`src/rtl/core/aes_block_cipher_assert.svh`:
```
// Assertion macros for the AES block cipher core.
// Used by the top level; expects clk and rst_n in scope.
`ifndef AES_BLOCK_CIPHER_ASSERT_SVH
`define AES_BLOCK_CIPHER_ASSERT_SVH

// Same-cycle implication
`define AES_ASSERT_IMP(lbl, pre, post) \
  lbl: assert property (@(posedge clk) disable iff (!rst_n) (pre) |-> (post)) \
    else $error("aes assertion failed");

// Next-cycle implication
`define AES_ASSERT_NXT(lbl, pre, post) \
  lbl: assert property (@(posedge clk) disable iff (!rst_n) (pre) |=> (post)) \
    else $error("aes assertion failed");

`endif

```
`src/rtl/core/aes_ram.sv`:
```
// Generic single-port-write RAM with registered read.
// No dependencies.
module aes_ram #(
  parameter int WIDTH = 128,
  parameter int DEPTH = 15
) (
  input  logic                     clk,
  input  logic                     we,
  input  logic [$clog2(DEPTH)-1:0] waddr,
  input  logic [WIDTH-1:0]         wdata,
  input  logic [$clog2(DEPTH)-1:0] raddr,
  output logic [WIDTH-1:0]         rdata
);
  logic [WIDTH-1:0] mem [DEPTH];

  always_ff @(posedge clk) begin
    if (we) mem[waddr] <= wdata;
    rdata <= mem[raddr];
  end
endmodule

```
`config.mk`:
```
export PLATFORM = sky130hd
export DESIGN_NAME = aes_ram
export DESIGN_NICKNAME = d
export VERILOG_FILES = /design/src/rtl/core/aes_block_cipher_assert.svh /design/src/rtl/core/aes_ram.sv
export SDC_FILE = /design/constraint.sdc
export NUM_CORES = 2
export LEC_CHECK = 0
export BUFFER_PORTS_ARGS = -buffer_cell sky130_fd_sc_hd__buf_2
export CORE_MARGIN = 1.5
export CORE_UTILIZATION = 40
export DETAILED_ROUTE_END_ITERATION = 8
export HOLD_SLACK_MARGIN = 0.12
export PLACE_DENSITY = 0.69
export SYNTH_ARGS = -nofsm -noshare
export SYNTH_HDL_FRONTEND = slang
export SYNTH_SLANG_ARGS = --single-unit
```
`constraint.sdc`:
```
create_clock -name clk -period 10.8 [get_ports clk]
set_input_delay 0.54 -clock clk [delete_from_list [all_inputs] [get_ports clk]]
set_output_delay 0.54 -clock clk [all_outputs]
set_load 0.02 [all_outputs]
```
* After elaboration in Yosys (flattened, before gate mapping)
Memory sizes are Yosys's and may differ from the RTL's. A register that Yosys moved wholly into a read port is not among the register bits.
Index checks and enable logic that the tools add are counted.
** Word-level totals
- Register bits :: 0
- Memories kept :: 1
- Logic and storage cells :: 3
- RAM bits :: 1920
** Cells by class
- Muxes and demuxes :: 2
** Memories
- mem :: depth 15, width 128, rd ports 1, clocked after memory_dff 1, write ports 1, RTL line aes_ram.sv:14 : logic [WIDTH-1:0] mem [DEPTH];
** Operators with widths (number)
- 1-bit 2-to-1 mux :: 2

* Logic depth before layout (Yosys ltp)
- Word-level depth :: 2
- Mapped depth :: 8
- Gate-level depth less buffers :: 4

* Worst setup path after synthesis
No wires, ideal clock.
- Kind :: input to register
- From :: input port waddr[2]
- To :: memory mem[0][0] (enable)
- Cell stages on the path :: 2
- Arrival time :: 9.693 ns
- Setup time :: 0.774 ns
- Setup slack :: 0.333 ns
- Required time :: 10.026 ns
- Path through :: or3b_2 > nor3_1
** RTL lines
- start, declared :: RTL line aes_ram.sv:9 : input logic [$clog2(DEPTH)-1:0] waddr,
- end, declared :: RTL line aes_ram.sv:14
No word-level cell before the write port.

==> impl_metrics.csv <==
group,metric,value,unit
die,die_y,437.9,um
synth,syn_nets,3820,
hold_path,hp-class,"in -> reg",
timing,worstMarginPinSlew,1.202,ns
worst_setup_path,crit_path_start_kind,"input pin",
synth,synth_top_area_cell,"edfxtp_1",
placement,place_area,79750,sq um
clock_tree,cts_buffers,201,
timing,clock_skew,0.04779,ns
synth,synthesis.area,75660,sq um
timing,setup-violations-final,0,
placement,place_congestion,0.7163,
synth,syn_area_per_cell,20.55,sq um
timing,whs,0.2656,ns
clock_tree,cts_setup_buffers,0,
worst_setup_path,path_delay_family,"buffers and inverters",
grt,grt_use_total,0.1875,
routing,drtAntennaViolNets,0,
run_status,violations,"DRC",
clock_tree,clk_pin_slew,0.06,ns
timing,slew_headroom,0.1978,
die,rows,159,
pwr,seqPwrFrac,0.533,
pwr,pwr-share-clk,0.413,
clock_tree,clk_path_buf_depth,3,
routing,wire_per_inst,26.52,um
grt,grt_max_degree,126,
synth,synth-seq-area-share,0.7959,
synth,synthTopCellsByArea,"edfxtp_1 (76%), mux4_2 (8.0%), mux2i_1 (4.8%), dfxtp_1 (3.4%), a22oi_1 (1.3%)",
clock_tree,worstSkewPairLatency,0.85,ns
pwr,p_sw,3.633,mW
worst_setup_path,regToRegSetupSlack,9.31,ns
run_status,status,"finished with violations",
finish,final_area,87680,sq um
clock_tree,cts_sinks,2048,
synth,yosys_warnings,0,
finish,fin_util,0.4669,
finish,fin_cells,6822,
timing,layout_setup_ws,7.229,ns
placement,hpwlAfterDp,91660,um
worst_setup_path,cp-startpoint,"raddr[1]",
placement,io_buffers,265,
timing,fin_crit_sh,0.3306,
routing,viasPerCell,5.459,
clock_tree,cts_root_buf,"clkbuf_16",
worst_setup_path,cp_common_cell,"buf_4",
timing,drv_slew,0,
routing,vias,37240,
timing,hold_violations,0,
clock_tree,cts_tree,"done",
routing,drc,26,
pwr,p_leak,28.87,nW
grt,grt_first_pass_wirelength,262600,um
timing,fin_crit,3.571,ns
placement,dp_slack,6.341,ns
timing,max_freq,280.1,MHz
clock_tree,cts_max_level,4,
hold_path,hold_start,"waddr[0]",
worst_setup_path,worstSetupPathType,"in -> reg",
synth,synth_top_area_frac,0.7620,
worst_setup_path,crit_chain,"buf_8 > buf_4 > or2_4 > buf_4 > o22ai_1 > a31oi_1 > o21ai_0",
die,die_area,191800,sq um
routing,wirelength,180900,um
die,start_util,0.4029,
timing,rsz0062_at_grt,"no",
worst_setup_path,cp_slowest_stage_delay,0.94,ns
worst_setup_path,crit_arrival,4.23,ns
worst_setup_path,r2r-start,"mem[7][104]",
synth,yosysUniqueCellTypes,31,
routing,dr.pass1.iters,7,
placement,dp.cells,6306,
pwr,comb_power_share,0.054,
finish,area_growth,15.88,%
routing,drt_iter0_drc,3884,
grt,grt_pass1_vias,38230,
worst_setup_path,critPathMaxFanout,64,
finish,fin_nets,4280,
worst_setup_path,cp_num_buf_inv,3,
worst_setup_path,critPathCaptureType,"flop",
grt,antenna_found_initial,30,
die,io_pins,266,
timing,tns,0,ns
die,core_area,187800,sq um
die,dieWidth,437.9,um
flow_run,maxCapViolations,0,
pwr,power.total,16.82,mW
grt,globalRoute.totalOverflow,0,
pwr,ir_drop,0.1604,mV
synth,ys_seq_elements,2048,
synth,synthCells,3682,
finish,drive_gt1_frac,0.2116,
pwr,powerDensity,191.9,nW/um^2
worst_setup_path,slowest_stage,"or2_4",
pwr,p_int,13.19,mW
pwr,swShare,0.2159,
worst_setup_path,required,11.46,ns
cell usage after synthesis:
cell and count:
buf_4 50, clkinv_1 1, buf_2 55, mux2i_1 360
edfxtp_1 1920, buf_6 22, or3b_2 1, nand2b_1 122
o21ai_0 13, nor2b_1 1, a22oi_1 128, buf_1 11
nor2_1 31, inv_2 1, o211ai_1 12, o21ai_1 103
dfxtp_1 128, nor3_1 4, inv_1 1, nand3_1 1
o22ai_1 116, a21oi_1 12, nand3b_1 2, clkbuf_1 69
nor2_2 1, and2b_1 1, a31oi_1 116, or2_2 1
nand2_1 130, mux4_2 268, or2_1 1
cells by family (layout without fill, tap and decap cells):
group / count (synthesis) / after routing / share of synthesized area
DFF: 2048 / 2048 / 0.7959
muxes: 628 / 628 / 0.1274
AOI/OAI and AO/OA: 500 / 500 / 0.04154
and+or+nand+nor: 296 / 296 / 0.01915
buffers and inverters: 210 / 847 / 0.01599
other: 0 / 8 / 0
registers in the layout (all words and copies together) (netlist names):
| register | cells |
|---|---|
| mem | 1920 |
| rdata | 128 |
placed cells by master (no fill, tap or decap), types with 60 or more instances in the layout:
master / netlist / routed
a22oi_1: 128 / 128
a31oi_1: 116 / 116
buf_2: 55 / 262
buf_4: 50 / 60
clkbuf_1: 69 / 62
clkbuf_16: 0 / 201
dfxtp_1: 128 / 128
dlygate4sd3_1: 0 / 128
edfxtp_1: 1920 / 1920
mux2i_1: 360 / 360
mux4_2: 268 / 268
nand2_1: 130 / 130
nand2b_1: 122 / 120
o21ai_1: 103 / 103
o22ai_1: 116 / 116
metal layers:
layer	share of wire	vias up	GRT usage	wire (um)
li1	-	16030	-	-
met1	0.40	19610	0.2434	72420
met2	0.51	1264	0.3222	92030
met3	0.061	320	0.03108	11120
met4	0.029	22	0.05886	5189
met5	0.00071	-	0	129
power by group through the flow:
stage                     Combinational [mW]  Sequential, mW  Clock [mW]
after CTS                              0.918            8.97        7.08
after global routing                   0.973            8.98        7.39
after global placement                 0.854            9.13           0
after detailed placement               0.868            9.14           0
final                                  0.905            8.96        6.95
after floorplan                        0.453            9.18           0
worst reg2reg max path, cell delays in order (launching register included):
cell and delay, ns:
edfxtp_1 0.36, mux4_2 0.48, a22oi_1 0.26, o21ai_1 0.21
what timing repair did:
item / 4_1_cts / 5_1_grt
hold buffers: 128 / 0
endpoints found under the hold margin: 1920 / 0
resized for setup: 0 / 0
final cells by class:
| class | instances | area, sq um |
|---|---|---|
| repair buffers | 464 | 3308 |
| clock buffers | 279 | 5483 |
| diodes | 8 | 20.02 |
| multi-input cells | 1424 | 14360 |
| well taps | 2495 | 3122 |
| fillers | 15500 | 100100 |
| flip-flops and latches | 2048 | 60220 |
| inverters | 3 | 18.77 |
| clock inverters | 101 | 1145 |
worst paths after layout:
kind	end	cells past startpoint
worst max-delay path	rdata[0]	7
worst max register to register	rdata[104]	3
worst min register to register	rdata[57]	2
worst min-delay path	mem[4][62]	2
No activity file was read; power rests on OpenSTA's default activity.
